**config.mk**
```make
export PLATFORM = sky130hd
export DESIGN_NAME = med_fifo
export DESIGN_NICKNAME = d
export VERILOG_FILES = /design/src/rtl/med_pkg.sv /design/src/rtl/med_fifo.sv
export SDC_FILE = /design/constraint.sdc
export NUM_CORES = 1
export LEC_CHECK = 0
export BUFFER_PORTS_ARGS = -buffer_cell sky130_fd_sc_hd__buf_2
export CAP_MARGIN = 20
export CORE_MARGIN = 2
export CORE_UTILIZATION = 50
export DETAILED_ROUTE_END_ITERATION = 8
export GPL_TIMING_DRIVEN = 0
export PLACE_DENSITY = 0.77
export SYNTH_ARGS = -nofsm -noshare
export SYNTH_HDL_FRONTEND = slang
export SYNTH_SLANG_ARGS = --single-unit
```
**constraint.sdc**
```tcl
create_clock -name i_clk -period 2.2 [get_ports i_clk]
set_input_delay 0.44 -clock i_clk [delete_from_list [all_inputs] [get_ports i_clk]]
set_output_delay 0.44 -clock i_clk [all_outputs]
set_load 0.01 [all_outputs]
```
**src/rtl/med_pkg.sv**
```systemverilog
// Shared constants, types and register codes for the 3x3 erode/dilate filter.
// No dependencies; imported by every module of the block.
package med_pkg;

    localparam int MAX_WIDTH  = 1024;
    localparam int MAX_HEIGHT = 4096;
    localparam int COL_W      = $clog2(MAX_WIDTH);
    localparam int ROW_W      = $clog2(MAX_HEIGHT);
    localparam int PIX_W      = 8;
    localparam int Q_DEPTH    = 4;
    localparam int Q_PTR_W    = $clog2(Q_DEPTH);
    localparam int Q_CNT_W    = $clog2(Q_DEPTH + 1);

    localparam logic [1:0] CFG_MODE   = 2'd0;
    localparam logic [1:0] CFG_WIDTH  = 2'd1;
    localparam logic [1:0] CFG_HEIGHT = 2'd2;

    localparam logic MODE_ERODE  = 1'b0;
    localparam logic MODE_DILATE = 1'b1;

    localparam logic [PIX_W-1:0] PIX_MIN = 8'd0;
    localparam logic [PIX_W-1:0] PIX_MAX = 8'd255;

    typedef struct packed {
        logic           mode;
        logic [COL_W:0] width;
        logic [ROW_W:0] height;
    } t_cfg;

    typedef struct packed {
        logic             has_int;
        logic             has_bord;
        logic [ROW_W-1:0] row;
        logic [COL_W-1:0] col;
        logic [PIX_W-1:0] pixel;
        logic [PIX_W-1:0] value;
    } t_entry;

    typedef struct packed {
        logic [ROW_W-1:0] row;
        logic [COL_W-1:0] col;
        logic [PIX_W-1:0] value;
        logic             last;
    } t_result;

endpackage

```
**src/rtl/med_fifo.sv**
```systemverilog
// Short entry queue between the front end and the result serializer.
// Depends on med_pkg for depth and entry type.
module med_fifo (
    input  logic                        i_clk,
    input  logic                        i_rst_n,
    input  logic                        i_push,
    input  med_pkg::t_entry             i_entry,
    input  logic                        i_pop,
    output med_pkg::t_entry             o_entry,
    output logic                        o_empty,
    output logic [med_pkg::Q_CNT_W-1:0] o_count
);
    import med_pkg::*;

    t_entry             r_mem [Q_DEPTH];
    logic [Q_PTR_W-1:0] r_wr_ptr;
    logic [Q_PTR_W-1:0] r_rd_ptr;
    logic [Q_CNT_W-1:0] r_count;

    always_ff @(posedge i_clk) begin
        if (!i_rst_n) begin
            r_wr_ptr <= '0;
            r_rd_ptr <= '0;
            r_count  <= '0;
        end else begin
            if (i_push) begin
                r_wr_ptr <= r_wr_ptr + 1'b1;
            end
            if (i_pop) begin
                r_rd_ptr <= r_rd_ptr + 1'b1;
            end
            r_count <= r_count + Q_CNT_W'(i_push) - Q_CNT_W'(i_pop);
        end
    end

    always_ff @(posedge i_clk) begin
        if (i_push) begin
            r_mem[r_wr_ptr] <= i_entry;
        end
    end

    assign o_entry = r_mem[r_rd_ptr];
    assign o_empty = (r_count == '0);
    assign o_count = r_count;

    a_no_overflow: assert property (@(posedge i_clk) disable iff (!i_rst_n)
        i_push |-> (r_count != Q_CNT_W'(Q_DEPTH)))
        else $error("queue push while full");

    a_no_underflow: assert property (@(posedge i_clk) disable iff (!i_rst_n)
        i_pop |-> (r_count != '0))
        else $error("queue pop while empty");

endmodule

```
# Yosys cells after proc, flatten, opt, wreduce, memory -nomap -nowiden
# Memory sizes are Yosys's and may differ from the RTL's. A register that Yosys moved wholly into a read port is not among the register bits.
# Index checks and enable logic that the tools add are counted.
# totals
reg_bits,7
ramBits,160
inputBits,44
n_memories,1
# memory_table
name,depth,width,rd,rd_ports_with_merged_regs,wr,line_no,source
r_mem,4,40,1,1,1,med_fifo.sv:15,t_entry r_mem [Q_DEPTH];
# classes
add_sub_neg,4
muxes,4
reduce_logical,1
# ops
operator,count
"adder 2 x 1 -> 2 bit, second input constant",2
2-to-1 mux 2 bit,2
adder 3 x 1 -> 3 bit,1
zero test 3 bit,1
subtractor 3 x 1 -> 3 bit,1
2-to-1 mux 1 bit,2

# Depth between registers and ports, before layout
# Gate-level depths: netlist (run 1).
# depth
ltp_word,3
mapped_depth,7

# Worst setup path before layout (run 1)
# Ideal clock, no wire load.
# synth_timing
kind,register to register
startpoint,register r_wr_ptr[0]
endpoint,"memory r_mem[2][0] (netlist name), enable pin"
arrival_time_ns,1.511
required_ns,1.799
path_slack_ns,0.288
stages_incl_launch_ff,4
synth_period_minus_slack_ns,1.912
cell_sequence,dfxtp_1 -> inv_1 -> ha_1 -> and2_1
# synth_lines
element,line_no,source
start: declaration,med_fifo.sv:16,logic [Q_PTR_W-1:0] r_wr_ptr;
start signal: assignment,med_fifo.sv:27,r_wr_ptr <= r_wr_ptr + 1'b1;
end: declaration,med_fifo.sv:15,
# No word-level cell before the write port.

==> reports/metrics.yaml, run 1 <==
floorplan.initialDensity: 0.516
grt_max_degree: 28
crit_fanout: 8
layout_worst_path_cycle_share: 0.997
tightest_slew_ns: 0.476
skew_ns: 0.00341
p_switching_w: 0.00155
cp-start-kind: "flip-flop"
row_count: 40
wl_per_cell_um: 19.6
cts_root_buf: "clkbuf_16"
drtIter0Drc: 137
antenna_cells: 0
drv_cap: 0
dieWidth_um: 116
fin_crit_ns: 2.19
grt_pass1_wl_um: 15700
cp.required_ns: 1.76
setup_slack_ns: 0.00725
hold-worst-slack_ns: 0.231
finalSetupViolations: 0
place_hpwl_um: 6430
place_ws_ns: 0.366
layout-drive-gt1-share: 0.463
hold_path_class: "in2reg"
cts_tree: "built"
ioPinCount: 88
power_frac_seq: 0.509
detail-route-antenna-nets: 0
clk_latency_ns: 0.42
relSlewSlack: 0.682
drt_wl_total_um: 10700
dieHeight_um: 116
rsz0062_at_grt: "true"
syn_nets: 302
drv_slew: 0
vias_per_cell: 5.19
grt_overflow: 0
p_int_w: 0.00582
io_buffers: 87
cts-buffers-inserted: 17
yosys_warnings: 0
synth_cell_type_count: 18
h-tree-depth: 4
utilization: 0.641
avgSynthCellArea_um2: 24.9
vias: 2836
nets: 416
crit_arrival_ns: 1.75
antenna_found_initial: 1
clock_sink_count: 169
p_comb_frac: 0.119
p_leak_nw: 2.70
power_density_nw_per_um2: 949
drt_pass1_iterations: 4
grt_usage: 0.167
grt_pass1_vias: 3024
final.setup.tns_ns: 0
finalPower_w: 0.00737
ir_drop_uv: 525
syn_inst: 251
status: "finished clean"
pwr-share-clk: 0.372
die_area_um2: 13400
ys_ff_latch: 169
synth_seq_area_share: 0.797
gp_routability_congestion: 0.656
fmax_mhz: 456
drc: 0
clk_pin_slew_ns: 0.06
synth.cell_area_um2: 6250
switching_share: 0.211
timing.final.hold_violations: 0
area_growth_pct: 24.1
cts_buffer_depth: 2
fp.coreArea_um2: 12100
setup.worst_path.class: "reg2out"
cp-end-kind: "output pin"
==> synth_stat cells <==
cell type | count | area [um2]
buf_6 | 1 | 11.3
buf_2 | 4 | 20.0
xnor2_1 | 2 | 17.5
mux2i_1 | 1 | 10.0
xor3_1 | 1 | 23.8
buf_12 | 4 | 80.1
edfxtp_1 | 160 | 4800
fa_1 | 1 | 20.0
inv_1 | 7 | 26.3
nor3_1 | 1 | 5.00
ha_1 | 6 | 75.1
nand3b_1 | 1 | 7.51
mux4_2 | 40 | 901
dfxtp_1 | 9 | 180
a21oi_1 | 1 | 5.00
nor2_1 | 5 | 18.8
and2_1 | 6 | 37.5
a21bo_2 | 1 | 10.0
==> layout by cell type (no fill, tap or decap), drive strengths merged <==
cell	netlist	routed
a21bo	1	1
a21oi	1	1
and2	6	6
buf	9	100
bufinv	0	2
clkbuf	0	24
clkinv	0	9
clkinvlp	0	1
dfxtp	9	9
edfxtp	160	160
fa	1	1
ha	6	6
inv	7	7
mux2i	1	1
mux4	40	40
nand3b	1	1
nor2	5	5
nor3	1	1
xnor2	2	2
xor3	1	1
==> what timing repair did <==
action	4_1_cts	5_1_grt
pin swaps	0	0
gates resized for setup	0	25
gates cloned	0	4
endpoints found under the setup margin	1	28
setup buffers	0	0
hold buffers	0	0
==> stage by stage <==
| step | area, um2 | instances |
|---|---|---|
| global route | 7760 | 546 |
| finish | 7760 | 546 |
| floorplan | 6250 | 251 |
| global placement | 6900 | 506 |
| detailed placement | 6980 | 510 |
| CTS | 7530 | 542 |
==> power by group through the flow <==
stage | logic [W] | registers (W) | clock network, W
floorplan | 0.000466 | 0.00381 | 0
global placement | 0.000736 | 0.00381 | 0
detailed placement | 0.000778 | 0.00381 | 0
CTS | 0.000782 | 0.00375 | 0.00280
global route | 0.000949 | 0.00376 | 0.00292
finish | 0.000877 | 0.00375 | 0.00275
==> sequential cells by signal (all words and copies together) (netlist names), named ones only <==
name,flops
r_rd_ptr,2
r_wr_ptr,2
r_mem,160
o_count,3
==> layer usage <==
metal / vias to the layer above / track usage / share of wire
li1: 1285 / - / -
met1: 1454 / 0.200 / 0.41
met2: 76 / 0.277 / 0.52
met3: 19 / 0.0565 / 0.051
met4: 2 / 0.0762 / 0.018
met5: - / 0 / 0.0016
==> cell type report <==
cell class / instances / area (um2)
fillers: 829 / 4350
multi-input cells: 66 / 1140
well taps: 168 / 210
plain buffers: 9 / 120
clock inverters: 12 / 108
flip-flops and latches: 169 / 4990
inverters: 7 / 26.3
repair buffers: 95 / 741
clock buffers: 20 / 437
==> kinds of logic (layout without fill, tap and decap cells) <==
logic type               count (synthesis)  after routing  share of synthesized area
buffers and inverters                   16            143                     0.0220
AND/OR/NAND/NOR                         13             13                     0.0110
flip-flops                             169            169                      0.797
AO/OA/AOI/OAI                            2              2                    0.00240
XOR/XNOR                                 3              3                    0.00660
multiplexers                            41             41                      0.146
adder cells (fa/ha/maj)                  7              7                     0.0152
==> worst max-delay path, cell delays in order, from the launching register on <==
cell and delay [ns]:
dfxtp_2 0.34, buf_12 0.17, clkbuf_16 0.17, mux4_2 0.49
buf_2 0.16
==> path summary, 6_finish.rpt <==
kind              cells past startpoint            to   startpoint  slack (ns)
setup reg to reg                      4  r_mem[0][14]  r_wr_ptr[0]        0.56
hold reg to reg                       2     flip-flop  r_rd_ptr[1]        0.57
hold / removal                        1  r_mem[0][11]  i_entry[11]        0.23
setup / recovery                      4   o_entry[27]    flip-flop       0.007
No activity file was read; power rests on OpenSTA's default activity.
==> inputs of run 2 (changes only) <==
CORE_MARGIN = unset   (was 2)
PLACE_DENSITY = 0.8   (was 0.77)
clock period = 2 ns   (was 2.2 ns; I/O delays follow)
==> run 2 against run 1 <==
Against the previous run: the flow now finishes with violations (negative setup slack); total power is 9.8% higher; first-iteration DRC count is 23% higher; routed wire length is 5.1% lower; sequential share of layout area is 0.41 points higher; non-clock buffer count is 4 lower; setup slack worse by 0.11 ns; global-route usage is 0.46 points higher; design area is 0.63% lower; worst hold slack worse by 0.031 ns; count of clock-buffer cells in the layout is 2 higher; via count is 0.99% lower; die area is 3.4% lower.
==> reports/metrics.yaml, run 2 (synthesized netlist as in run 1, its figures left out) <==
largest_reg_flops: 160  # unchanged
power_density_nw_per_um2: 1050  # +11%
min_to: "r_mem[1][8]"
p_leak_nw: 2.67  # -1.2%
slowest_delay_ns: 0.53  # +0.04 ns
vias_per_cell: 5.18  # -0.26%
ctsHoldBuffers: 0  # unchanged
setup.worst_path.class: "reg2out"
detail-route-antenna-nets: 0  # unchanged
pwr-share-clk: 0.374  # +0.002
wl_per_cell_um: 18.7  # -4.4%
hold-worst-slack_ns: 0.199  # -0.0313 ns
die_area_um2: 13000  # -3.4%
layout-drive-gt1-share: 0.457  # -0.00574
drt_wl_total_um: 10200  # -5.1%
p_switching_w: 0.00169  # +9.0%
place_ws_ns: 0.197  # -0.169 ns
top_register: "r_mem"
grt_util_met1: 0.219  # +0.0192
rr_endpoint: "r_mem[0][19]"
clk_pin_slew_ns: 0.06  # about the same
p_int_w: 0.00640  # +10%
p_comb_frac: 0.117  # -0.002
skew_ns: 0.00437  # +0.000968 ns
crit_buf_inv: 3  # unchanged
setup_slack_ns: -0.103  # -0.110 ns
worstSetupPathDepth: 4  # unchanged
power_frac_seq: 0.509  # about the same
vias: 2808  # -0.99%
layout_worst_path_cycle_share: 1.05
crit_arrival_ns: 1.70  # -0.05 ns
cts_buffer_depth: 2  # unchanged
clock_sink_count: 169  # unchanged
hold_path_class: "in2reg"
grt_pass1_wl_um: 15800  # +0.66%
layout_commonest_cell: "edfxtp_1"
grt_pass1_vias: 2925  # -3.3%
grt_overflow: 0  # unchanged
crit_slowest_cell: "mux4_2"
cp.required_ns: 1.60  # -0.16 ns
holdPathStages: 1  # unchanged
drv_cap: 0  # unchanged
grt_max_degree: 32  # +14%
clk_latency_ns: 0.41  # about the same
drc: 0  # unchanged
antenna_cells: 0  # unchanged
grt_usage: 0.172  # +0.00458
crit_chain: "buf_6 > buf_12 > mux4_2 > buf_6"
use_met3: 0.0446  # -0.0119
utilization: 0.637  # -0.00403
fp.coreArea_um2: 12100  # unchanged
timing.final.hold_violations: 0  # unchanged
finalSetupViolations: 40  # +40
switching_share: 0.209  # -0.00161
crit_family: "multiplexers"
status: "finished, violations left"
antenna_found_initial: 0  # -1
area_growth_pct: 23.4
fill_cells: 846  # +2.1%
r2r_cells: 4  # unchanged
floorplan.initialDensity: 0.516  # unchanged
crit_top_cell: "buf_6"
dieWidth_um: 114  # -1.7%
violations: "negative setup slack"
relSlewSlack: 0.526  # -0.157
final.setup.tns_ns: -3.05  # -3.05 ns
cp-end-kind: "output pin"
seqCellArea_um2: 4990  # unchanged
crit_fanout: 10  # +2
drtIter0Drc: 168  # +23%
cts-buffers-inserted: 17  # unchanged
row_count: 40  # unchanged
ioPinCount: 88  # unchanged
cts_root_buf: "clkbuf_16"
cts_tree: "built"
reg2reg_from: "r_wr_ptr[0]"
dieHeight_um: 114  # -1.7%
cp-start-kind: "flip-flop"
tightest_slew_ns: 0.711  # +0.235 ns
fmax_mhz: 476
ir_drop_uv: 747  # +42%
drt_pass1_iterations: 4  # unchanged
place_hpwl_um: 6290  # -2.1%
gp_routability_congestion: 0.652  # -0.56%
h-tree-depth: 4  # unchanged
final_cell_mix: "edfxtp_1, buf_2, mux4_2"
io_buffers: 87  # unchanged
fin_crit_ns: 2.10
multi_input_area_um2: 1140  # unchanged
drv_slew: 0  # unchanged
grt.busiest_layer: "met2"
met2_usage: 0.279  # +0.00247
ff2ff_setup_slack_ns: 0.26  # -0.30 ns
hold_start: "i_entry[8]"
cts_setup_buffers: 0  # unchanged
nets: 412  # -0.96%
rsz0062_at_grt: "true"
[run 2: cell types whose count changed in the layout (fill, tap and decap cells not counted)]
cell	change
buf_12	-2
buf_16	+1
buf_2	-8
buf_6	+9
clkbuf_1	+2
clkbuf_16	-4
clkinv_1	-2
clkinv_2	-1
clkinvlp_4	+1
[run 2: worst max path at each step]
| stage | endpoint | from | slack [ns] |
|---|---|---|---|
| after global placement | r_mem[0][11] | i_push | -0.70 |
| after floorplan | r_mem[2][0] | r_wr_ptr[0] | 0.09 |
| after global routing | o_entry[7] | flip-flop | -0.15 |
| final | o_entry[5] | flip-flop | -0.10 |
| after detailed placement | r_mem[0][28] | i_push | 0.20 |
| after CTS | o_entry[5] | flip-flop | -0.13 |
[run 2: repair_timing]
| action | CTS | global route |
|---|---|---|
| setup endpoints to repair | 40 | 40 |
| gates resized for setup | 12 | 17 |
| pin swaps | 0 | 0 |
[run 2: metrics by stage]
| step | cells | area [um2] | total power, W |
|---|---|---|---|
| floorplan | 251 | 6250 | 0.00470 |
| global route | 542 | 7710 | 0.00839 |
| global placement | 506 | 6900 | 0.00500 |
| detailed placement | 510 | 6990 | 0.00505 |
| CTS | 542 | 7610 | 0.00811 |
| finish | 542 | 7710 | 0.00810 |
[run 2: power by group through the flow]
stage               clock network [W]  logic, W  registers (W)
floorplan                           0  0.000512        0.00419
global route                  0.00323   0.00102        0.00413
CTS                           0.00308  0.000902        0.00412
global placement                    0  0.000810        0.00419
finish                        0.00303  0.000948        0.00412
detailed placement                  0  0.000854        0.00420
[run 2: final cells by class]
| type | instances | share of cell area |
|---|---|---|
| Multi-Input combinational cell | 66 | 0.147 |
| Clock buffer | 22 | 0.0576 |
| Sequential cell | 169 | 0.646 |
| Tap cell | 168 | 0.0272 |
| Clock inverter | 10 | 0.0133 |
| Timing Repair Buffer | 91 | 0.0905 |
| Buffer | 9 | 0.0144 |
| Inverter | 7 | 0.00341 |
[run 2: layer usage]
metal  wire (um)  part of all wire
met5           0                 0
met3         473             0.047
met2        5120              0.50
met4         172             0.017
met1        4390              0.43
