===== config.mk =====
export PLATFORM = sky130hd
export DESIGN_NAME = med_back
export DESIGN_NICKNAME = d
export VERILOG_FILES = /design/src/rtl/med_pkg.sv /design/src/rtl/med_back.sv
export SDC_FILE = /design/constraint.sdc
export NUM_CORES = 1
export LEC_CHECK = 0
export BUFFER_PORTS_ARGS = -buffer_cell sky130_fd_sc_hd__buf_2
export CORE_MARGIN = 2
export CORE_UTILIZATION = 46
export DETAILED_ROUTE_END_ITERATION = 6
export GPL_TIMING_DRIVEN = 0
export PLACE_DENSITY = 0.79
export RECOVER_POWER = 50
export SLEW_MARGIN = 20
export SYNTH_ARGS = -nofsm -noshare
export SYNTH_HDL_FRONTEND = slang
export SYNTH_SLANG_ARGS = --single-unit

===== constraint.sdc =====
create_clock -name i_clk -period 3.5 [get_ports i_clk]
set_input_delay 0.7 -clock i_clk [delete_from_list [all_inputs] [get_ports i_clk]]
set_output_delay 0.7 -clock i_clk [all_outputs]
set_load 0.05 [all_outputs]

===== src/rtl/med_pkg.sv =====
// Shared constants, types and register codes for the 3x3 erode/dilate filter.
// No dependencies; imported by every module of the block.
package med_pkg;

    localparam int MAX_WIDTH  = 1024;
    localparam int MAX_HEIGHT = 4096;
    localparam int COL_W      = $clog2(MAX_WIDTH);
    localparam int ROW_W      = $clog2(MAX_HEIGHT);
    localparam int PIX_W      = 8;
    localparam int Q_DEPTH    = 4;
    localparam int Q_PTR_W    = $clog2(Q_DEPTH);
    localparam int Q_CNT_W    = $clog2(Q_DEPTH + 1);

    localparam logic [1:0] CFG_MODE   = 2'd0;
    localparam logic [1:0] CFG_WIDTH  = 2'd1;
    localparam logic [1:0] CFG_HEIGHT = 2'd2;

    localparam logic MODE_ERODE  = 1'b0;
    localparam logic MODE_DILATE = 1'b1;

    localparam logic [PIX_W-1:0] PIX_MIN = 8'd0;
    localparam logic [PIX_W-1:0] PIX_MAX = 8'd255;

    typedef struct packed {
        logic           mode;
        logic [COL_W:0] width;
        logic [ROW_W:0] height;
    } t_cfg;

    typedef struct packed {
        logic             has_int;
        logic             has_bord;
        logic [ROW_W-1:0] row;
        logic [COL_W-1:0] col;
        logic [PIX_W-1:0] pixel;
        logic [PIX_W-1:0] value;
    } t_entry;

    typedef struct packed {
        logic [ROW_W-1:0] row;
        logic [COL_W-1:0] col;
        logic [PIX_W-1:0] value;
        logic             last;
    } t_result;

endpackage


===== src/rtl/med_back.sv =====
// Back end: splits each queue entry into one or two results and holds them in an output register.
// Depends on med_pkg. Drains med_fifo.
module med_back (
    input  logic                        i_clk,
    input  logic                        i_rst_n,
    input  med_pkg::t_entry             i_entry,
    input  logic                        i_q_empty,
    output logic                        o_deq,
    input  logic                        i_pop,
    output logic                        o_empty,
    output med_pkg::t_result            o_result
);
    import med_pkg::*;

    logic    r_out_valid;
    logic    r_half;
    t_result r_out;
    t_result n_out;
    logic    n_half;
    logic    load;

    assign load = !r_out_valid || i_pop;

    always_comb begin
        n_half = r_half;
        o_deq  = 1'b0;
        if (!r_half && i_entry.has_int) begin
            n_out.row   = i_entry.row - 1'b1;
            n_out.col   = i_entry.col - 1'b1;
            n_out.value = i_entry.value;
            n_out.last  = !i_entry.has_bord;
            if (i_entry.has_bord) begin
                n_half = 1'b1;
            end else begin
                o_deq = 1'b1;
            end
        end else begin
            n_out.row   = i_entry.row;
            n_out.col   = i_entry.col;
            n_out.value = i_entry.pixel;
            n_out.last  = 1'b1;
            n_half      = 1'b0;
            o_deq       = 1'b1;
        end
        if (!load || i_q_empty) begin
            o_deq  = 1'b0;
            n_half = r_half;
        end
    end

    always_ff @(posedge i_clk) begin
        if (!i_rst_n) begin
            r_out_valid <= 1'b0;
            r_half      <= 1'b0;
        end else begin
            r_half <= n_half;
            if (load) begin
                r_out_valid <= !i_q_empty;
            end
        end
    end

    always_ff @(posedge i_clk) begin
        if (load && !i_q_empty) begin
            r_out <= n_out;
        end
    end

    assign o_empty  = !r_out_valid;
    assign o_result = r_out;

    a_half_keeps_entry: assert property (@(posedge i_clk) disable iff (!i_rst_n)
        r_half |-> !i_q_empty)
        else $error("split entry left the queue early");

    a_half_not_last: assert property (@(posedge i_clk) disable iff (!i_rst_n)
        r_half |-> (r_out_valid && !r_out.last))
        else $error("first half of a split entry marked last");

endmodule


* Word level (Yosys, flattened, before mapping)
Cells that the tools add are included.
Storage, ports and cells: register bits after elaboration 33, input port bits 44, output and inout bits 33, word-level logic and storage cells 26
Operators by class: add/subtract/negate cells 2, equal/unequal tests 1, mux-type cells 6, bitwise logic cells 1, reduce and logical (&&, ||, !) cells 10
Operator list (count):
- $mux W31 | 1
- $sub A12 B1 Y12 const B | 1
- $sub A10 B1 Y10 const B | 1
- $logic_not A1 Y1 | 5
- $mux W1 | 5
- $logic_and A1 B1 Y1 | 2
- $logic_or A1 B1 Y1 | 2
- $ne A2 B2 Y1 const B | 1
- $reduce_and A2 Y1 | 1
- $not A1 Y1 | 1

* Logic depth before layout (Yosys ltp)
Gate-level depths: netlist of run 1.
depth after elaboration 6, gate-level depth with buffers 5, gate-level depth less buffers 5

* Worst setup path after synthesis of run 1
OpenSTA, ideal clock, no wires.
path type input -> output, start in i_pop, end out o_deq, arrival 2.677 ns, required time 2.800 ns, path slack 0.123 ns, stages 3, buffers on the path 0, path through nor2b_1 > nor2_1 > and2_1
Between the ends: word-level cells in the longest chain between the ends 4
RTL lines:
- start: declaration | line med_back.sv:9 | input logic i_pop,
- $logic_or A1 B1 Y1 | line med_back.sv:22 | assign load = !r_out_valid || i_pop;
- $logic_not A1 Y1 | line med_back.sv:45 | if (!load || i_q_empty) begin
- $logic_or A1 B1 Y1 | line med_back.sv:45
- $mux W1 | line med_back.sv:45
- end: declaration | line med_back.sv:8 | output logic o_deq,
No other way between the ends.

* Worst setup path after layout of run 1
start in i_entry[39] in the netlist's numbering, end out o_deq
Between the ends: word-level cells in the longest chain between the ends 3
RTL lines:
- start: declaration | line med_back.sv:6 | input med_pkg::t_entry i_entry,
- $logic_and A1 B1 Y1 | line med_back.sv:27 | if (!r_half && i_entry.has_int) begin
- $mux W1 | line med_back.sv:27
- $mux W1 | line med_back.sv:45
No other way between the ends.

==> PnR_summary.wiki, run 1 <==
{| class="wikitable"
! Metric !! Value
|-
| Total met2 wirelength after detailed routing || 1450 um
|-
| Max Cap Violations || 0
|-
| Setup violations, final || 0
|-
| Clock transition at the registers of the reported paths || 0.11 ns
|-
| Setup crit start || i_entry[39]
|-
| Area inside the core boundary || 0.00336 mm^2
|-
| GPL Wtd Cong || 0.798
|-
| Max Clk Rate || 392 MHz
|-
| Mean Syn Cell Area || 12.3 um^2
|-
| Post-Route M1 WL || 1350 um
|-
| Net count after synthesis || 178
|-
| Number of enable flip-flop cells after synthesis || 31
|-
| Clock network power share || 23.4%
|-
| Die Y-Extent || 63.4 um
|-
| Hold Startpoint || r_out_valid
|-
| Number of vias per cell || 4.66
|-
| Average detailed-routed wire length per instance || 11.7 um
|-
| Count of buffering cells on the critical path with inverters included || 3
|-
| Number of flip-flops and latches in the synthesized netlist || 33
|-
| Drt drc || 0
|-
| Total length of routed met3 wires || 229 um
|-
| Worst Setup End Kind || primary output
|-
| Sum Neg Setup Slack || 0 ns
|-
| Startpoint type of the worst setup path || primary input
|-
| Setup repair after global routing missed its margin || false
|-
| Top-level I/O count || 77
|-
| Clock Tree Buf Depth || 2
|-
| Power per unit of standard cell area || 423 mW/mm^2
|-
| Sequential-to-total area share from yosys stat || 59.9%
|-
| Die W || 63.4 um
|-
| Fin Hold WS || 0.538 ns
|-
| Period utilization || 73.0%
|-
| Count of non-filler cells in the finished layout || 263
|-
| Clk sink count || 33
|-
| Leftover overflow at the end of global routing || 0
|-
| Largest area contributor in the netlist || sky130_fd_sc_hd__edfxtp_1
|-
| Critical path depth || 6
|-
| Switching share of power || 32.9%
|-
| Maximum fanout count along the critical path || 9
|-
| Async set or reset register ratio after synthesis || 0%
|-
| Critical path required time || 2.80 ns
|-
| Cell occurring most often along the worst timing path || sky130_fd_sc_hd__clkbuf_1
|-
| Library cells used by synthesis || 29
|-
| CP max stage delay || 0.34 ns
|-
| First-pass DRT Iterations || 4
|-
| Critical-path top delay cell || sky130_fd_sc_hd__clkbuf_1
|-
| Placed cell count || 255
|-
| Highest routed metal layer || met4
|-
| Share of cells above drive strength 1 || 41.0%
|-
| Count of inserted antenna diode cells || 0
|-
| Combinational group share of total power || 24.2%
|-
| Site row count || 21
|-
| Utilization after layout || 63.2%
|-
| H-tree depth || 2
|-
| Hold violation count in the final report || 0
|-
| Final critical path time including I/O delays and setup || 2.55 ns
|-
| Share of the synthesized area in the top cell type || 57.4%
|-
| Minimum setup slack among reg-to-reg paths || 1.86 ns
|-
| WS Path Type || in -> out
|-
| Slew Limit Fails || 0
|-
| Critical R2R Launch || r_half
|-
| Hold crit path type || reg -> reg
|-
| Count of instances resized after the clock tree is built || 0
|-
| Ranking of synthesized cells by instance count || 31 x sky130_fd_sc_hd__edfxtp_1, 29 x sky130_fd_sc_hd__nand2_1, 15 x sky130_fd_sc_hd__xnor2_1
|-
| R2R Path End || o_result[9]
|-
| CTS hold repair buffers || 0
|-
| Area growth from synthesis to layout || 31.0%
|-
| Effective utilization at floorplan || 48.2%
|-
| Layout Cell Area excl Fill || 0.00212 mm^2
|-
| Post-detail-place hpwl || 2400 um
|-
| Buffer cell driving the clock tree root || sky130_fd_sc_hd__clkbuf_4
|-
| Worst Setup EP || o_deq
|-
| Result of the run || finished, final reports clean
|-
| Count of mapped cells out of synthesis || 132
|-
| Max IR drop VDD || 253 uV
|-
| Total wirelength of the detailed-routed design || 3080 um
|-
| Initial antenna violation count || 0
|-
| Main area contributors after synthesis || sky130_fd_sc_hd__edfxtp_1 57%, sky130_fd_sc_hd__xnor2_1 8.1%, sky130_fd_sc_hd__nand2_1 6.7%, sky130_fd_sc_hd__xor2_1 2.7%, sky130_fd_sc_hd__dfxtp_1 2.5%
|-
| Final Skew || 0.00872 ns
|-
| Number of buffers inserted by post-CTS setup repair || 0
|-
| TritonCTS clock tree || done
|-
| Top cell family by delay on the critical path || buffers and inverters
|-
| Layout net count || 262
|-
| Maximum number of pins on one net before global-route repair || 22
|-
| CTS buffer count || 5
|-
| Static Leakage || 0.908 nW
|-
| Pin slew with the least headroom to its limit || 0.482 ns
|-
| Via count of the first global-routing pass || 1202
|-
| Antenna-violating nets left || 0
|-
| Overall routing resource usage || 16.8%
|-
| FF-to-FF path depth || 4
|-
| Top_reg_cell synth || sky130_fd_sc_hd__edfxtp_1
|-
| Internal power || 602 uW
|-
| Most frequent cell after synthesis || sky130_fd_sc_hd__edfxtp_1
|-
| Worst-skew pair later-pin latency || 0.34 ns
|-
| Data arrival time of the critical path || 1.85 ns
|-
| Mapped cell area || 0.00162 mm^2
|-
| Die Footprint || 0.00402 mm^2
|-
| Proportion of power drawn by flip-flops and latches || 52.4%
|-
| Psw || 296 uW
|-
| Yosys Warn Count || 0
|-
| Wire length of the first global-routing pass || 5210 um
|-
| Area of placed instances || 0.00209 mm^2
|-
| Count of buffers from port buffering || 76
|-
| Total number of vias || 1225
|-
| Count of routing violations after the opening detailed-route iteration || 38
|-
| Critical path cell sequence || clkbuf_1, nor2b_1, clkbuf_1, nand2_1, and2_1, buf_2
|-
| Remaining max-slew budget at the tightest pin || 67.6%
|}
[per-layer routing]
metal  vias up  GRT usage, %
met1       536          20.3
met4         0          6.79
li1        636             -
met3         5          5.36
met5         -             0
met2        48          27.8
[power groups by stage]
stage / clock [mW] / sequential [mW] / combinational (mW)
floorplan: 0 / 0.570 / 0.0576
global placement: 0 / 0.481 / 0.214
detailed placement: 0 / 0.480 / 0.223
CTS: 0.219 / 0.471 / 0.223
global route: 0.234 / 0.473 / 0.233
finish: 0.210 / 0.471 / 0.217
[layout make-up]
class,instances,area (um^2)
plain buffers,3,11.3
repair buffers,77,405
clock buffers,5,37.5
well taps,46,57.6
inverters,5,18.8
multi-input cells,91,606
fillers,296,1240
clock inverters,3,17.5
flip-flops and latches,33,971
[tightest hold or removal path, cell delays in order (launching register included)]
cell,delay (ns)
sky130_fd_sc_hd__dfxtp_1,0.34
sky130_fd_sc_hd__nand2b_1,0.09
sky130_fd_sc_hd__a21boi_0,0.08
[per-stage QoR]
step	setup slack, ns	total power, mW
final	0.946	0.898
after global routing	0.835	0.941
after CTS	0.951	0.914
after detailed placement	0.970	0.703
after global placement	-0.466	0.695
after floorplan	0.123	0.628
[flip-flops by register name, summed over array words and instances, names as in the netlist]
| register | flops |
|---|---|
| o_result | 31 |
| r_half | 1 |
| r_out_valid | 1 |
[kinds of logic (layout without fill, tap and decap cells)]
logic type	after synthesis	after routing	synth area share, %
simple gates	64	64	23.5
flops	33	33	59.9
xor+xnor	20	20	10.8
buf+inv	8	93	2.47
compound gates	5	5	1.85
fa+ha+maj	2	2	1.54
[how the worst min path moves through the flow]
stage	cells past startpoint	slack [ns]	end
2_1_floorplan	2	0.49	r_out_valid
3_3_place_gp	2	0.52	r_out_valid
3_5_place_dp	2	0.53	r_out_valid
4_1_cts	2	0.54	r_out_valid
5_1_grt	2	0.59	r_half
6_report	2	0.54	r_out_valid
[layout by cell type (no fill, tap or decap), types with 2 or more instances in the layout]
cell type and n:
sky130_fd_sc_hd__nor2b_1 3, sky130_fd_sc_hd__clkbuf_4 5, sky130_fd_sc_hd__nand2b_1 3, sky130_fd_sc_hd__nand4_1 5, sky130_fd_sc_hd__o21ai_0 3, sky130_fd_sc_hd__ha_1 2
sky130_fd_sc_hd__nor3_1 5, sky130_fd_sc_hd__nand3_1 3, sky130_fd_sc_hd__nor2_1 4, sky130_fd_sc_hd__clkinv_2 2, sky130_fd_sc_hd__xor2_1 5, sky130_fd_sc_hd__clkbuf_1 5
sky130_fd_sc_hd__edfxtp_1 31, sky130_fd_sc_hd__xnor2_1 15, sky130_fd_sc_hd__nand2_1 29, sky130_fd_sc_hd__inv_1 5, sky130_fd_sc_hd__nand3b_1 2, sky130_fd_sc_hd__buf_2 74
sky130_fd_sc_hd__dfxtp_1 2
No activity file was read; power rests on OpenSTA's default activity.
==> run 2: changes to the inputs <==
==> constraint.sdc (replaced) <==
create_clock -name i_clk -period 2.35 [get_ports i_clk]
set_input_delay 0.47 -clock i_clk [delete_from_list [all_inputs] [get_ports i_clk]]
set_output_delay 0.47 -clock i_clk [all_outputs]
set_load 0.05 [all_outputs]
==> PnR_summary.wiki, run 2 (synthesis gave the netlist of run 1 again) <==
{| class="wikitable"
! Metric !! Value
|-
| Slew Limit Fails || 0 (unchanged)
|-
| TritonCTS clock tree || done
|-
| CTS buffer count || 5 (unchanged)
|-
| Max IR drop VDD || 367 uV (+45%)
|-
| Area growth from synthesis to layout || 28.5%
|-
| Share of cells above drive strength 1 || 37.8% (-3.2 points)
|-
| Power per unit of standard cell area || 628 mW/mm^2 (+49%)
|-
| Initial antenna violation count || 0 (unchanged)
|-
| Placed cell count || 254 (-0.39%)
|-
| Max Clk Rate || 463 MHz
|-
| Maximum fanout count along the critical path || 16 (+7)
|-
| Maximum number of pins on one net before global-route repair || 17 (-23%)
|-
| Count of routing violations after the opening detailed-route iteration || 34 (-11%)
|-
| Multi-input logic area || 601 um^2 (-0.83%)
|-
| Drt drc || 0 (unchanged)
|-
| Number of fill cells || 296 (unchanged)
|-
| Startpoint type of the worst setup path || flop
|-
| CP max stage delay || 0.41 ns (+0.07 ns)
|-
| Final critical path time including I/O delays and setup || 2.16 ns
|-
| Critical path depth || 4 (-2)
|-
| FF-to-FF path depth || 2 (-2)
|-
| Clk sink count || 33 (unchanged)
|-
| Remaining max-slew budget at the tightest pin || 44.2% (-23 points)
|-
| Critical path cell sequence || nor2b_1, nor2_4, and2_1, buf_2
|-
| Clock Tree Buf Depth || 2 (unchanged)
|-
| Result of the run || finished, final reports clean
|-
| Sum Neg Setup Slack || 0 ns (unchanged)
|-
| R2R Path End || o_result[10]
|-
| Setup violations, final || 0 (unchanged)
|-
| Count of buffering cells on the critical path with inverters included || 1 (-2)
|-
| Pin slew with the least headroom to its limit || 0.836 ns (+0.354 ns)
|-
| Minimum setup slack among reg-to-reg paths || 0.80 ns (-1.06 ns)
|-
| Critical R2R Launch || r_out_valid
|-
| Leftover overflow at the end of global routing || 0 (unchanged)
|-
| Final Worst Setup Slack || 0.191 ns (-0.755 ns)
|-
| Setup crit start || r_out_valid
|-
| Buffer cell driving the clock tree root || sky130_fd_sc_hd__clkbuf_4
|-
| Area inside the core boundary || 0.00336 mm^2 (unchanged)
|-
| Count of non-filler cells in the finished layout || 263 (unchanged)
|-
| Data arrival time of the critical path || 1.69 ns (-0.16 ns)
|-
| Count of instances resized after the clock tree is built || 0 (unchanged)
|-
| Number of buffers inserted by post-CTS setup repair || 0 (unchanged)
|-
| Number of flip-flops in the largest register || 31 (unchanged)
|-
| Count of buffers from port buffering || 76 (unchanged)
|-
| Hold violation count in the final report || 0 (unchanged)
|-
| Via count of the first global-routing pass || 1212 (+0.83%)
|-
| Overall routing resource usage || 17.7% (+0.95 points)
|-
| Critical-path top delay cell || sky130_fd_sc_hd__nor2_4
|-
| Number of vias per cell || 4.80 (+3.1%)
|-
| Register Area || 971 um^2 (unchanged)
|-
| Static Leakage || 0.887 nW (-2.3%)
|-
| Effective utilization at floorplan || 48.2% (unchanged)
|-
| Wire length of the first global-routing pass || 5360 um (+2.9%)
|-
| Die W || 63.4 um (unchanged)
|-
| Average detailed-routed wire length per instance || 12.4 um (+5.9%)
|-
| Layout net count || 262 (unchanged)
|-
| Post-detail-place hpwl || 2390 um (-0.46%)
|-
| Clock transition at the registers of the reported paths || 0.10 ns (about the same)
|-
| Worst Setup EP || o_deq
|-
| Antenna-violating nets left || 0 (unchanged)
|-
| Setup repair after global routing missed its margin || false
|-
| Total number of vias || 1263 (+3.1%)
|-
| Most common library cell in the layout ignoring fill and taps || sky130_fd_sc_hd__buf_2
|-
| Top cell family by delay on the critical path || simple AND/OR/NAND/NOR gates
|-
| Worst Setup End Kind || primary output
|-
| GPL Wtd Cong || 0.881 (+10%)
|-
| Top library cells by usage in the layout, fill and taps aside || 71 x sky130_fd_sc_hd__buf_2, 31 x sky130_fd_sc_hd__edfxtp_1, 29 x sky130_fd_sc_hd__nand2_1
|-
| H-tree depth || 2 (unchanged)
|-
| Worst-skew pair later-pin latency || 0.33 ns (about the same)
|-
| Count of inserted antenna diode cells || 0 (unchanged)
|-
| Worst slack, placed || 0.0789 ns (-0.891 ns)
|-
| CTS hold repair buffers || 0 (unchanged)
|-
| First-pass DRT Iterations || 4 (unchanged)
|-
| Max Cap Violations || 0 (unchanged)
|-
| Critical path required time || 1.88 ns (-0.92 ns)
|-
| WS Path Type || reg -> out
|-
| Top-level I/O count || 77 (unchanged)
|-
| Period utilization || 91.9%
|-
| Die Y-Extent || 63.4 um (unchanged)
|-
| Final Skew || 0.00859 ns (-0.000128 ns)
|-
| Site row count || 21 (unchanged)
|-
| Die Footprint || 0.00402 mm^2 (unchanged)
|-
| Total wirelength of the detailed-routed design || 3260 um (+5.9%)
|-
| Hold crit path type || in -> reg
|}
==> run 2: changes by cell type in the layout (fill, tap and decap cells not counted) <==
cell                         previous run  this run
sky130_fd_sc_hd__a21boi_0               1         2
sky130_fd_sc_hd__a21boi_1               1         0
sky130_fd_sc_hd__buf_16                 1         0
sky130_fd_sc_hd__buf_2                 74        71
sky130_fd_sc_hd__clkbuf_1               5         8
sky130_fd_sc_hd__clkinv_1               0         2
sky130_fd_sc_hd__clkinv_2               2         1
sky130_fd_sc_hd__clkinvlp_4             1         0
sky130_fd_sc_hd__nor2_2                 0         1
sky130_fd_sc_hd__nor3b_1                0         1
sky130_fd_sc_hd__nor3b_2                1         0
sky130_fd_sc_hd__nor4b_1                0         1
sky130_fd_sc_hd__nor4b_2                1         0
==> run 2: final cells by class <==
| cell class | count | share of cell area, % |
|---|---|---|
| timing repair buffer | 76 | 17.9 |
| sequential | 33 | 46.6 |
| inverter | 5 | 0.901 |
| multi-input combinational | 92 | 28.8 |
| buffer | 3 | 0.601 |
| clock buffer | 5 | 1.80 |
| clock inverter | 3 | 0.601 |
| tap | 46 | 2.76 |
==> run 2: worst min path at each step <==
stage,cells past startpoint,slack (ns),startpoint,to
detailed placement,2,0.51,r_out_valid,r_out_valid
finish,2,0.39,i_rst_n,r_out_valid
global placement,2,0.51,r_out_valid,r_out_valid
global route,2,0.37,i_rst_n,r_out_valid
floorplan,2,0.49,r_out_valid,r_out_valid
CTS,2,0.37,i_rst_n,r_out_valid
==> run 2: stage by stage <==
stage / power (mW) / area, um^2 / hold WS, ns / util, %
global placement: 1.04 / 2070 / 0.512 / 61.5
finish: 1.31 / 2080 / 0.392 / 61.9
global route: 1.38 / 2080 / 0.366 / 61.9
detailed placement: 1.04 / 2070 / 0.513 / 61.5
floorplan: 0.935 / 1630 / 0.488 / -
CTS: 1.34 / 2120 / 0.373 / 63.1
==> run 2: per-layer routing <==
metal	part of all wire, %	up-vias	global-route usage, %
met5	0	-	0
met4	2.3	0	8.15
met3	7.8	8	6.25
met2	47	55	29.1
met1	43	566	20.8
li1	-	634	-
==> run 2: power by group <==
part | internal, mW | switching [mW] | total, mW | leakage [nW]
registers | 0.692 | 0.0105 | 0.703 | 0.317
logic | 0.0853 | 0.231 | 0.316 | 0.540
clock network | 0.108 | 0.182 | 0.290 | 0.0300
total | 0.886 | 0.424 | 1.31 | 0.887
==> run 3: changes to the inputs <==
--- a/config.mk
+++ b/config.mk
@@ -7,10 +7,9 @@
 export LEC_CHECK = 0
 export BUFFER_PORTS_ARGS = -buffer_cell sky130_fd_sc_hd__buf_2
 export CORE_MARGIN = 2
-export CORE_UTILIZATION = 46
+export CORE_UTILIZATION = 30
 export DETAILED_ROUTE_END_ITERATION = 6
 export GPL_TIMING_DRIVEN = 0
-export PLACE_DENSITY = 0.79
 export RECOVER_POWER = 50
 export SLEW_MARGIN = 20
 export SYNTH_ARGS = -nofsm -noshare
==> PnR_summary.wiki, run 3 (synthesis gave the netlist of run 1 again) <==
{| class="wikitable"
! Metric !! Value
|-
| Count of buffering cells on the critical path with inverters included || 1 (unchanged)
|-
| Static Leakage || 0.840 nW (-5.3%)
|-
| Hold crit path type || in -> reg
|-
| TritonCTS clock tree || done
|-
| Area inside the core boundary || 0.00517 mm^2 (+54%)
|-
| Period utilization || 90.9% (-0.96 points)
|-
| Startpoint type of the worst setup path || flop
|-
| Slew Limit Fails || 0 (unchanged)
|-
| Overall routing resource usage || 12.3% (-5.4 points)
|-
| Count of routing violations after the opening detailed-route iteration || 33 (-2.9%)
|-
| Hold Path Cell Cnt || 2 (unchanged)
|-
| Setup repair after global routing missed its margin || false
|-
| Final Skew || 0.00657 ns (-0.00202 ns)
|-
| Clock Tree Buf Depth || 2 (unchanged)
|-
| Layout net count || 262 (unchanged)
|-
| Number of buffers inserted by post-CTS setup repair || 0 (unchanged)
|-
| Buffer cell driving the clock tree root || sky130_fd_sc_hd__clkbuf_8
|-
| Effective utilization at floorplan || 31.3% (-17 points)
|-
| CP max stage delay || 0.42 ns (about the same)
|-
| Worst hold endpoint || r_out_valid
|-
| Number of flip-flops in the largest register || 31 (unchanged)
|-
| R2R Path End || o_result[25]
|-
| Data arrival time of the critical path || 1.67 ns (-0.02 ns)
|-
| Critical R2R Launch || r_out_valid
|-
| Pin slew with the least headroom to its limit || 0.823 ns (-0.0133 ns)
|-
| Result of the run || finished, final reports clean
|-
| Antenna-violating nets left || 0 (unchanged)
|-
| Post-detail-place hpwl || 2670 um (+12%)
|-
| Average detailed-routed wire length per instance || 12.7 um (+2.3%)
|-
| Via count of the first global-routing pass || 1173 (-3.2%)
|-
| Hold violation count in the final report || 0 (unchanged)
|-
| Maximum number of pins on one net before global-route repair || 17 (unchanged)
|-
| WS Path Type || reg -> out
|-
| Power per unit of standard cell area || 668 mW/mm^2 (+6.4%)
|-
| Total number of vias || 1226 (-2.9%)
|-
| Count of buffers from port buffering || 76 (unchanged)
|-
| Drt drc || 0 (unchanged)
|-
| Clk sink count || 33 (unchanged)
|-
| Top cell family by delay on the critical path || simple AND/OR/NAND/NOR gates
|-
| Top library cells by usage in the layout, fill and taps aside || 48 x sky130_fd_sc_hd__buf_2, 32 x sky130_fd_sc_hd__clkbuf_1, 31 x sky130_fd_sc_hd__edfxtp_1
|-
| Die Y-Extent || 77.5 um (+22%)
|-
| CTS buffer count || 5 (unchanged)
|-
| Share of cells above drive strength 1 || 28.6% (-9.2 points)
|-
| Total wirelength of the detailed-routed design || 3640 um (+12%)
|-
| Number of vias per cell || 4.27 (-11%)
|-
| Die W || 77.5 um (+22%)
|-
| Wire length of the first global-routing pass || 5720 um (+6.7%)
|-
| First-pass DRT Iterations || 4 (unchanged)
|-
| Critical-path top delay cell || sky130_fd_sc_hd__nor2_4
|-
| Setup violations, final || 0 (unchanged)
|-
| Top-level I/O count || 77 (unchanged)
|-
| FF-to-FF path depth || 2 (unchanged)
|-
| Max IR drop VDD || 237 uV (-35%)
|-
| Critical path cell sequence || nor2b_1, nor2_4, and2_1, buf_2
|-
| Remaining max-slew budget at the tightest pin || 45.1% (+0.89 points)
|-
| Minimum setup slack among reg-to-reg paths || 0.79 ns (about the same)
|-
| Die Footprint || 0.00601 mm^2 (+50%)
|-
| Leftover overflow at the end of global routing || 0 (unchanged)
|-
| Max Clk Rate || 468 MHz (+1.1%)
|-
| Most common library cell in the layout ignoring fill and taps || sky130_fd_sc_hd__buf_2
|-
| Worst-skew pair later-pin latency || 0.28 ns (-0.05 ns)
|-
| Count of inserted antenna diode cells || 0 (unchanged)
|-
| Area growth from synthesis to layout || 31.2%
|-
| Hold Startpoint || i_rst_n
|-
| Worst Setup End Kind || primary output
|-
| Max Cap Violations || 0 (unchanged)
|-
| Total power || 1.42 mW (+8.7%)
|-
| CTS hold repair buffers || 0 (unchanged)
|-
| Sum Neg Setup Slack || 0 ns (unchanged)
|-
| Final critical path time including I/O delays and setup || 2.14 ns (-0.0225 ns)
|-
| GPL Wtd Cong || 0.776 (-12%)
|-
| Critical path required time || 1.88 ns (about the same)
|-
| Maximum fanout count along the critical path || 16 (unchanged)
|-
| H-tree depth || 2 (unchanged)
|-
| Clock transition at the registers of the reported paths || 0.07 ns (-0.03 ns)
|-
| Count of instances resized after the clock tree is built || 0 (unchanged)
|-
| Site row count || 26 (+24%)
|-
| Initial antenna violation count || 0 (unchanged)
|}
==> run 3: layout make-up <==
class / count / area, um^2
Sequential cell: 33 / 971
Clock buffer: 6 / 72.6
Timing Repair Buffer: 76 / 344
Multi-Input combinational cell: 92 / 612
Fill cell: 539 / 3040
Buffer: 3 / 12.5
Clock inverter: 2 / 10.0
Inverter: 5 / 18.8
Tap cell: 70 / 87.6
==> run 3: worst max path at each step <==
stage               depth (start not counted)        start     to
detailed placement                          5        i_pop  o_deq
CTS                                         4  r_out_valid  o_deq
global placement                            5        i_pop  o_deq
global route                                4  r_out_valid  o_deq
finish                                      4  r_out_valid  o_deq
floorplan                                   3        i_pop  o_deq
==> run 3: metrics by stage <==
| step | utilization, % | hold WS [ns] | cell area, um^2 | cells | setup slack (ns) |
|---|---|---|---|---|---|
| finish | 41.1 | 0.444 | 2130 | 287 | 0.213 |
| global route | 41.1 | 0.444 | 2130 | 287 | 0.107 |
| CTS | 42.3 | 0.437 | 2190 | 287 | 0.162 |
| detailed placement | 40.5 | 0.527 | 2100 | 278 | 0.0598 |
| global placement | 40.5 | 0.513 | 2100 | 278 | 0.0330 |
| floorplan | - | 0.488 | 1630 | 132 | 0.321 |
==> run 3: worst register-to-register path, stage by stage (launching register included) <==
cell	delay [ns]
sky130_fd_sc_hd__dfxtp_1	0.33
sky130_fd_sc_hd__nor2b_1	0.19
sky130_fd_sc_hd__nor2_2	0.67
==> run 3: power breakdown <==
group | leakage, nW | total, mW | switching [mW] | internal (mW)
clock | 0.0450 | 0.406 | 0.201 | 0.205
sequential | 0.317 | 0.704 | 0.0106 | 0.693
combinational | 0.478 | 0.313 | 0.235 | 0.0785
total | 0.840 | 1.42 | 0.446 | 0.977
==> run 3: per-layer routing <==
metal / vias to the layer above / GRT usage (%) / wire length (um)
met5: - / 0 / 0
met4: 0 / 6.43 / 64
met3: 5 / 2.09 / 202
met2: 44 / 19.8 / 1660
met1: 548 / 15.9 / 1720
li1: 629 / - / -
